==> config.mk <==
export PLATFORM = sky130hd
export DESIGN_NAME = brst_seq
export DESIGN_NICKNAME = d
export VERILOG_FILES = /design/src/design/brst_pkg.sv /design/src/design/brst_seq.sv
export VERILOG_INCLUDE_DIRS = /design/src /design/src/design
export SDC_FILE = /design/constraint.sdc
export NUM_CORES = 1
export LEC_CHECK = 0
export BUFFER_PORTS_ARGS = -buffer_cell sky130_fd_sc_hd__buf_2
export CAP_MARGIN = 10
export CORE_ASPECT_RATIO = 1.1
export CORE_MARGIN = 1
export CORE_UTILIZATION = 35
export CTS_BUF_LIST = sky130_fd_sc_hd__clkbuf_8
export CTS_CLUSTER_DIAMETER = 120
export DETAILED_ROUTE_END_ITERATION = 7
export PLACE_DENSITY = 0.53
export SYNTH_ARGS = -nofsm -noshare
export SYNTH_HDL_FRONTEND = slang
export SYNTH_SLANG_ARGS = --single-unit
==> constraint.sdc <==
create_clock -name clk -period 4.9 [get_ports clk]
set_input_delay 0.735 -clock clk [delete_from_list [all_inputs] [get_ports clk]]
set_output_delay 0.735 -clock clk [all_outputs]
set_load 0.005 [all_outputs]
==> src/design/block_range_sum_table_defines.svh <==
// assertion macros shared by the range sum table
`ifndef BLOCK_RANGE_SUM_TABLE_DEFINES_SVH
`define BLOCK_RANGE_SUM_TABLE_DEFINES_SVH

// checked outside reset
`define BRST_ASSERT(lbl, prop, msg) \
  lbl: assert property (@(posedge clk) disable iff (rst) prop) else $error(msg);

// checked at every edge, reset included
`define BRST_ASSERT_ALWAYS(lbl, prop, msg) \
  lbl: assert property (@(posedge clk) prop) else $error(msg);

`endif

==> src/design/brst_pkg.sv <==
package brst_pkg;

  localparam int ELEMENTS_DEF  = 256;
  localparam int BLOCK_LEN_DEF = 16;

  localparam int POS_W = 8;
  localparam int VAL_W = 32;
  localparam int SUM_W = 40;

  localparam logic FUNC_WRITE = 1'b0;
  localparam logic FUNC_QUERY = 1'b1;

  typedef enum logic [2:0] {
    ST_CLEAR,
    ST_IDLE,
    ST_WRITE,
    ST_WALK,
    ST_DONE
  } state_t;

  function automatic logic [SUM_W-1:0] sext_val(input logic [VAL_W-1:0] v);
    return {{(SUM_W-VAL_W){v[VAL_W-1]}}, v};
  endfunction

endpackage

==> src/design/brst_seq.sv <==
module brst_seq #(
  parameter int ELEMENTS  = brst_pkg::ELEMENTS_DEF,
  parameter int BLOCK_LEN = brst_pkg::BLOCK_LEN_DEF,
  localparam int NUM_BLOCKS = (ELEMENTS + BLOCK_LEN - 1) / BLOCK_LEN,
  localparam int IW  = $clog2(ELEMENTS),
  localparam int BAW = (NUM_BLOCKS > 1) ? $clog2(NUM_BLOCKS) : 1
) (
  input  logic                              clk,
  input  logic                              rst,
  input  logic                              in_valid,
  output logic                              in_stall,
  input  logic                              func,
  input  logic [brst_pkg::POS_W-1:0]        position,
  input  logic [brst_pkg::POS_W-1:0]        range_end,
  input  logic signed [brst_pkg::VAL_W-1:0] new_value,
  output logic                              out_valid,
  input  logic                              out_stall,
  output logic signed [brst_pkg::SUM_W-1:0] range_sum,
  output logic                              e_we,
  output logic [IW-1:0]                     e_waddr,
  output logic [brst_pkg::VAL_W-1:0]        e_wdata,
  output logic [IW-1:0]                     e_raddr,
  input  logic [brst_pkg::VAL_W-1:0]        e_rdata,
  output logic                              b_we,
  output logic [BAW-1:0]                    b_waddr,
  output logic [brst_pkg::SUM_W-1:0]        b_wdata,
  output logic [BAW-1:0]                    b_raddr,
  input  logic [brst_pkg::SUM_W-1:0]        b_rdata
);

  `include "block_range_sum_table_defines.svh"

  localparam int CW = ((IW > brst_pkg::POS_W) ? IW : brst_pkg::POS_W) + 2;
  localparam int BW = $clog2(BLOCK_LEN);

  brst_pkg::state_t state, state_next;
  logic [CW-1:0]                 i, i_next;
  logic [CW-1:0]                 rend, rend_next;
  logic [brst_pkg::SUM_W-1:0]    acc, acc_next;
  logic [brst_pkg::VAL_W-1:0]    wr_val, wr_val_next;
  logic                          pend_e, pend_e_next;
  logic                          pend_b, pend_b_next;
  logic                          load_out;

  logic                          accept;
  logic [CW-1:0]                 pos_w;
  logic [CW-1:0]                 rsat;
  logic [CW-1:0]                 cur;
  logic [CW-1:0]                 cur_blk;
  logic [CW-1:0]                 i_blk;

  assign accept  = in_valid && !in_stall;
  assign pos_w   = CW'(position);
  assign rsat    = (CW'(range_end) >= CW'(ELEMENTS)) ? CW'(ELEMENTS - 1) : CW'(range_end);
  // read address comes straight from the item while idle
  assign cur     = (state == brst_pkg::ST_IDLE) ? pos_w : i;
  assign cur_blk = cur >> BW;
  assign i_blk   = i >> BW;

  assign e_raddr = cur[IW-1:0];
  assign b_raddr = cur_blk[BAW-1:0];
  assign e_waddr = i[IW-1:0];
  assign b_waddr = (state == brst_pkg::ST_CLEAR) ? i[BAW-1:0] : i_blk[BAW-1:0];

  always_comb begin
    state_next  = state;
    i_next      = i;
    rend_next   = rend;
    wr_val_next = wr_val;
    pend_e_next = 1'b0;
    pend_b_next = 1'b0;
    load_out    = 1'b0;
    in_stall    = 1'b1;
    e_we        = 1'b0;
    e_wdata     = '0;
    b_we        = 1'b0;
    b_wdata     = '0;

    acc_next = acc;
    if (pend_e) begin
      acc_next = acc + brst_pkg::sext_val(e_rdata);
    end else if (pend_b) begin
      acc_next = acc + b_rdata;
    end

    unique case (state)
      brst_pkg::ST_CLEAR: begin
        e_we   = 1'b1;
        b_we   = (i < CW'(NUM_BLOCKS));
        i_next = i + CW'(1);
        if (i == CW'(ELEMENTS - 1)) begin
          state_next = brst_pkg::ST_IDLE;
        end
      end
      brst_pkg::ST_IDLE: begin
        in_stall = 1'b0;
        if (in_valid) begin
          i_next      = pos_w;
          wr_val_next = new_value;
          if (func == brst_pkg::FUNC_QUERY) begin
            rend_next = rsat;
            acc_next  = '0;
            state_next = (pos_w > rsat) ? brst_pkg::ST_DONE : brst_pkg::ST_WALK;
          end else if (pos_w < CW'(ELEMENTS)) begin
            state_next = brst_pkg::ST_WRITE;
          end
        end
      end
      brst_pkg::ST_WRITE: begin
        // old element and block sum were read in the accept cycle
        e_we       = 1'b1;
        e_wdata    = wr_val;
        b_we       = 1'b1;
        b_wdata    = b_rdata + brst_pkg::sext_val(wr_val) - brst_pkg::sext_val(e_rdata);
        state_next = brst_pkg::ST_IDLE;
      end
      brst_pkg::ST_WALK: begin
        if (i > rend) begin
          state_next = brst_pkg::ST_DONE;
        end else if (i[BW-1:0] != '0 || (i + CW'(BLOCK_LEN)) > rend) begin
          pend_e_next = 1'b1;
          i_next      = i + CW'(1);
        end else begin
          pend_b_next = 1'b1;
          i_next      = i + CW'(BLOCK_LEN);
        end
      end
      brst_pkg::ST_DONE: begin
        if (!out_valid || !out_stall) begin
          load_out   = 1'b1;
          state_next = brst_pkg::ST_IDLE;
        end
      end
      default: begin
        state_next = brst_pkg::ST_IDLE;
      end
    endcase
  end

  always_ff @(posedge clk) begin
    if (rst) begin
      state  <= brst_pkg::ST_CLEAR;
      i      <= '0;
      pend_e <= 1'b0;
      pend_b <= 1'b0;
    end else begin
      state  <= state_next;
      i      <= i_next;
      pend_e <= pend_e_next;
      pend_b <= pend_b_next;
    end
  end

  always_ff @(posedge clk) begin
    rend   <= rend_next;
    acc    <= acc_next;
    wr_val <= wr_val_next;
  end

  always_ff @(posedge clk) begin
    if (rst) begin
      out_valid <= 1'b0;
    end else if (load_out) begin
      out_valid <= 1'b1;
    end else if (!out_stall) begin
      out_valid <= 1'b0;
    end
  end

  always_ff @(posedge clk) begin
    if (load_out) begin
      range_sum <= acc;
    end
  end

  `BRST_ASSERT(a_write_commits, (accept && func == brst_pkg::FUNC_WRITE && pos_w < CW'(ELEMENTS)) |=> (e_we && b_we), "write item not committed")
  `BRST_ASSERT(a_empty_zero, (accept && func == brst_pkg::FUNC_QUERY && pos_w > rsat) |=> (state == brst_pkg::ST_DONE && acc == '0), "empty range not zero")
  `BRST_ASSERT(a_walk_bound, (state == brst_pkg::ST_WALK) |-> (i <= rend + CW'(1)), "walk index overran range")
  `BRST_ASSERT(a_one_pending, !(pend_e && pend_b), "two reads pending")
  `BRST_ASSERT(a_no_overwrite, (out_valid && out_stall) |=> (out_valid && $stable(range_sum)), "result overwritten while stalled")

endmodule
==> reports/qor.yml, run 1 <==
synth_top_area_share_pct: 17.2
muxShareOfSynthArea_pct: 0.807
p_per_area_mw_per_mm2: 455
drt-pass1-iter-count: 8
cts.sink_count: 136
ctsHtreeMaxLevel: 4
clock_latency_ps: 540
holdCritStartpoint: "new_value[30]"
drv_cap: 0
drive_above_1_share_pct: 18.9
die_w_um: 192
stdcell_count: 2465
ys_seq_area_share_pct: 25.2
avgSynthCellArea_um2: 8.20
slew_viol_final: 0
io_buffers: 264
vias: 13500
multiInputGateArea_mm2: 0.00945
crit_start: "e_rdata[2]"
synth.cell_area_mm2: 0.0140
clk_pin_slew_ps: 100
hold_class: "primary input to register"
finalPower_uw: 7440
synth-compound-area-share_pct: 25.8
seq_area_mm2: 0.00353
grt_setup_unrepaired: "yes"
cts_buffers: 17
max_freq_ghz: 0.212
synth-main-ff-cell: "edfxtp_1"
hpwl_um: 38600
routed_via_density: 5.47
grt_pass1_vias: 13000
r2r_slack_ps: 1360
final_util_pct: 41.6
synth-adder-area-share_pct: 18.6
area_growth_pct: 17.1
nets: 2252
track_usage_pct: 24.2
post-place-ws_ps: -35.0
root_buffer: "clkbuf_8"
ys_warn_count: 0
ys_async_sr_fraction_pct: 0
crit_type: "primary input to output port"
layout_setup_ws_ps: 192
min_period_ps: 4710
yosysTopAreaCell: "edfxtp_1"
cts_tree: "built"
core_area_mm2: 0.0393
path_max_fanout: 3
dieArea_mm2: 0.0407
cts_buffer_depth: 2
ios: 265
violations: "design-rule violations"
tightest_slew_ps: 1050
ys_ff_latch: 136
max_slew_margin_pct: 29.8
status: "finished, violations left"
start_util_pct: 35.5
synth-xor-area-share_pct: 5.77
setup_viol: 0
rows: 76
worst_setup_path_start_kind: "primary input"
grt_max_degree: 56
wl_um: 48600
syn_nets: 2010
place.gp.congestion: 0.886
hold_viol_final: 0
antenna_found_initial: 2
overflow: 0
drt_iter0_markers: 840
synth-edff-count: 80
place_inst: 2430
finClkSkew_ps: 20.7
timing.rr.start: "acc[8]$_DFF_P_"
ant_nets: 0
yosys.area_share.simple_pct: 15.9
fillers: 4071
leakagePower_uw: 0.00785
timing.hold.ws_ps: 370
crit_arrival_ps: 3970
worst_setup_path_end_kind: "output port"
timing.final.crit_share_pct: 96.1
grt_pass1_wl_um: 73800
die_y_um: 211
route.detailed.drc: 33
synthCells: 1702
post_drt_wl_per_cell_um: 19.7
synth_top_family_by_area: "compound AO/OA/AOI/OAI gates"
peakVddDrop_mv: 0.249
required_ps: 4160
synth_cell_types: 89
synth_area_leaders: "edfxtp_1 (17%), ha_1 (13%), dfxtp_1 (8.0%)"
==> flip-flops by register name, indices dropped and copies added, names as in the netlist <==
signal / cells
out_valid: 1
state: 3
acc: 40
rend: 8
pend_e: 1
wr_val: 32
pend_b: 1
i: 10
range_sum: 40
==> per-stage QoR <==
stage / cell area [um2] / TNS [ps]
floorplan: 14000 / 0
global placement: 15800 / -29.4
detailed placement: 15800 / -62.2
CTS: 16300 / 0
global route: 16300 / -294
finish: 16300 / 0
==> cells in the final DEF (no fill, tap or decap), drive strengths merged, types with 25 or more instances in the layout <==
cell / count
a31oi: 25
a21oi: 147
xor2: 44
o21a: 27
nand3: 38
a21o: 73
fa: 41
ha: 142
nand4: 25
nor3: 34
inv: 211
edfxtp: 80
buf: 291
o21ai: 104
a211oi: 55
xnor2: 48
nor2: 137
dfxtp: 56
nand2: 122
==> synthesized netlist by cell type, drive strengths merged, types with 4 or more instances <==
cell	n
a21boi	7
or2	5
nand2	122
and3	21
a41oi	4
edfxtp	80
o21a	27
ha	142
a211oi	55
a31oi	25
o21bai	22
o211ai	9
a21oi	147
xnor2	48
nor3b	4
nor3	34
o31ai	9
a21o	73
nor4	7
nand2b	12
and2	13
a221oi	7
mux2i	9
buf	23
nor2b	19
fa	41
o2111ai	4
a31o	4
dfxtp	56
and4	5
nor2	137
or3	6
a211o	4
nand4	25
o21ai	104
a32o	5
xor2	44
nand3	38
o22ai	5
inv	207
clkbuf	45
==> cells by family (layout without fill, tap and decap cells) <==
logic type,after synthesis,count (layout)
compound gates,544,544
xor+xnor,92,92
fa+ha+maj,183,183
buf+inv,276,531
flops,136,136
mux,11,11
other cells,0,1
simple gates,460,460
==> report_power, final <==
group          total [uW]  internal (uW)  leakage (uW)  switching, uW
registers            1740           1460       0.00119            280
logic                4620           1890       0.00644           2730
clock network        1090            563      0.000226            527
total                7440           3910       0.00785           3540
==> worst paths after layout <==
kind                                               end  cells past startpoint
worst max-delay path                       b_wdata[28]                     16
worst min register to register  range_sum[6]$_DFFE_PP_                      0
worst max register to register         acc[35]$_DFF_P_                     10
worst min-delay path              wr_val[30]$_DFFE_PP_                      1
==> cell type report <==
type | instances | area share, %
Multi-Input combinational cell | 1290 | 57.8
Sequential cell | 136 | 21.6
Timing Repair Buffer | 291 | 9.32
Inverter | 208 | 4.78
Tap cell | 507 | 3.88
Clock buffer | 18 | 1.52
Clock inverter | 14 | 1.12
Antenna cell | 1 | 0.0153
==> layer usage <==
metal / share of wire (%) / global-route usage [%] / vias up
met5: 0 / 0 / -
met4: 3.1 / 9.67 / 0
met3: 5.3 / 3.63 / 71
met2: 47 / 39.4 / 448
met1: 45 / 31.8 / 6385
li1: - / - / 6573
==> what timing repair did <==
action                                 in CTS  in global routing
setup endpoints to repair                   5                 16
gates resized for setup                     1                 12
pin swaps                                   1                  6
hold buffers                                0                  0
endpoints found under the hold margin       0                  0
buffers inserted                            0                  2
==> worst max-delay path: stages <==
cell and delay (ps):
buf_2 120, fa_1 530, inv_1 40, ha_1 310
a21o_1 160, a211oi_2 80, o21ai_1 240, nand4_1 250
a2111oi_4 390, buf_4 190, o21ai_0 110, buf_4 170
a21o_1 180, a21o_1 170, a21oi_1 110, buf_2 190
No activity file was read; power rests on OpenSTA's default activity.
==> run 2, diff against run 1 <==
--- a/config.mk
+++ b/config.mk
@@ -6,6 +6,7 @@
 export SDC_FILE = /design/constraint.sdc
 export NUM_CORES = 1
 export LEC_CHECK = 0
+export ABC_AREA = 1
 export BUFFER_PORTS_ARGS = -buffer_cell sky130_fd_sc_hd__buf_2
 export CAP_MARGIN = 10
 export CORE_ASPECT_RATIO = 1.1
@@ -14,7 +15,7 @@
 export CTS_BUF_LIST = sky130_fd_sc_hd__clkbuf_8
 export CTS_CLUSTER_DIAMETER = 120
 export DETAILED_ROUTE_END_ITERATION = 7
-export PLACE_DENSITY = 0.53
+export PLACE_DENSITY = 0.52
 export SYNTH_ARGS = -nofsm -noshare
 export SYNTH_HDL_FRONTEND = slang
 export SYNTH_SLANG_ARGS = --single-unit
==> run 2 against run 1 <==
The run now ends clean. Fmax is 0.13% lower. Via count is 34% higher. Worst setup slack worse by 6.0 ps. Largest cell class unchanged.
==> reports/qor.yml, run 2 <==
start_util_pct: 35.6
ant_nets: 0
yosysMostFrequentCell: "nand2_1"
die_w_um: 207
drt_iter0_markers: 1228
cts.sink_count: 136
routed_via_density: 5.15
ys_seq_area_share_pct: 21.7
synthCells: 2641
layout_commonest_cell: "nand2_1"
syn_nets: 2949
drt-pass1-iter-count: 6
place_inst: 3466
path_max_fanout: 5
io_buffers: 264
synth-edff-count: 80
ys_warn_count: 0
vias: 18000
required_ps: 4160
finalPower_uw: 8550
max_slew_margin_pct: 25.4
dieArea_mm2: 0.0473
wl_um: 72600
synth.cell_area_mm2: 0.0162
antenna_found_initial: 1
fin_tns_setup_ps: 0
post_drt_wl_per_cell_um: 20.7
peakVddDrop_mv: 0.328
crit_arrival_ps: 3980
die_y_um: 228
final_cell_mix: "nand2_1 (718), inv_1 (488), nor2_1 (358)"
yosys-top-cells-count: "nand2_1 (718), inv_1 (487), nor2_1 (361)"
cts_tree: "built"
root_buffer: "clkbuf_8"
core_area_mm2: 0.0457
ys_ff_latch: 136
leakagePower_uw: 0.0101
timing.hold.ws_ps: 344
clk_pin_slew_ps: 90
max_freq_ghz: 0.212
avgSynthCellArea_um2: 6.15
clock_latency_ps: 560
drv_cap: 0
track_usage_pct: 30.6
tightest_slew_ps: 1120
hold_viol_final: 0
synth_top_area_share_pct: 16.6
grt_pass1_wl_um: 107000
hpwl_um: 63200
cts_buffer_depth: 2
stdcell_count: 3499
p_per_area_mw_per_mm2: 457
nets: 3205
postCtsSetupBuffers: 0
drive_above_1_share_pct: 12.0
overflow: 0
cts_buffers: 17
rows: 82
setup_viol: 0
grt_max_degree: 65
timing.final.crit_share_pct: 96.2
yosysTopAreaCell: "nand2_1"
synth_cell_types: 51
ys_async_sr_fraction_pct: 0
route.detailed.drc: 0
fillers: 5051
area_growth_pct: 15.2
slew_viol_final: 0
top_regs: "acc: 40 flops, range_sum: 40 flops, wr_val: 32 flops"
grt_pass1_vias: 17600
ctsHtreeMaxLevel: 4
place.gp.congestion: 1.03
worst_setup_path_start_kind: "register"
ios: 265
finClkSkew_ps: 16.0
status: "complete, no violations"
multiInputGateArea_mm2: 0.0106
synth_area_leaders: "nand2_1 (17%), edfxtp_1 (15%), inv_1 (11%)"
crit_type: "register to output port"
grt_setup_unrepaired: "no"
hold_class: "primary input to register"
synth-main-ff-cell: "edfxtp_1"
worst_setup_path_end_kind: "output port"
seq_area_mm2: 0.00353
min_period_ps: 4710
[run 2: cell count changes after synthesis, sizes merged, moves of 67 or more]
cell,previous run,this run
nor2,137,368
a21oi,147,228
nand2,122,724
nand3,38,157
inv,207,493
a21o,73,6
[run 2: power breakdown]
group | total, uW | internal [uW] | switching (uW)
combinational | 5370 | 1750 | 3620
clock | 1230 | 675 | 551
sequential | 1950 | 1560 | 393
total | 8550 | 3990 | 4570
[run 2: cell type report]
class / instances / area share (%)
tap: 588 / 3.93
clock inverter: 14 / 1.29
antenna: 1 / 0.0134
multi-input combinational: 1965 / 56.9
inverter: 496 / 9.96
timing repair buffer: 281 / 7.74
sequential: 136 / 18.8
clock buffer: 18 / 1.32
[run 2: through the flow]
| stage | setup WS (ps) | instance area [um2] | utilization (%) |
|---|---|---|---|
| 4_1_cts | 13.1 | 18700 | 41.0 |
| 6_report | 186 | 18700 | 41.0 |
| 3_3_place_gp | 90.2 | 18200 | 39.9 |
| 2_1_floorplan | 1470 | 16200 | - |
| 5_1_grt | 27.4 | 18700 | 41.0 |
| 3_5_place_dp | 153 | 18200 | 39.9 |
[run 2: timing repair]
item | 4_1_cts | 5_1_grt
gates resized for setup | 0 | 2
hold buffers | 0 | 0
endpoints found under the setup margin | 0 | 4
[run 2: kinds of logic after synthesis]
logic type / synth area share (%)
buffers and inverters: 12.9
flip-flops: 21.7
AND/OR/NAND/NOR: 33.3
adder cells (fa/ha/maj): 16.0
AO/OA/AOI/OAI: 13.7
XOR/XNOR: 2.43
[run 2: worst paths after layout]
kind / depth (start not counted) / slack, ps / endpoint / start
max: 18 / 190 / b_wdata[22] / wr_val[0]$_DFFE_PP_
max reg2reg: 9 / 2120 / acc[36]$_DFF_P_ / state[0]$_SDFFE_PP0P_
min: 1 / 340 / wr_val[12]$_DFFE_PP_ / new_value[12]
min reg2reg: 2 / 500 / out_valid$_SDFFE_PP0P_ / out_valid$_SDFFE_PP0P_
[run 2: metal layers]
layer / track usage (%) / vias to the layer above / part of all wire, %
li1: - / 8889 / -
met1: 39.9 / 8513 / 45
met2: 51.3 / 516 / 46
met3: 3.74 / 97 / 4.6
met4: 12.0 / 0 / 3.7
met5: 0 / - / 0
[run 2: worst max-delay path: stages (launching register included)]
cell      delay, ps
edfxtp_1        370
inv_1            90
ha_1            230
inv_1            60
ha_2            280
fa_2            360
nand2_1          90
nand2_1          70
o21ai_1         120
o21ai_2         240
nand2_1          70
nand2_1         290
nand2_1         130
nand2_1         290
nand2_1         150
nand3_1          90
nand2_1          50
a21oi_1         260
buf_2           180
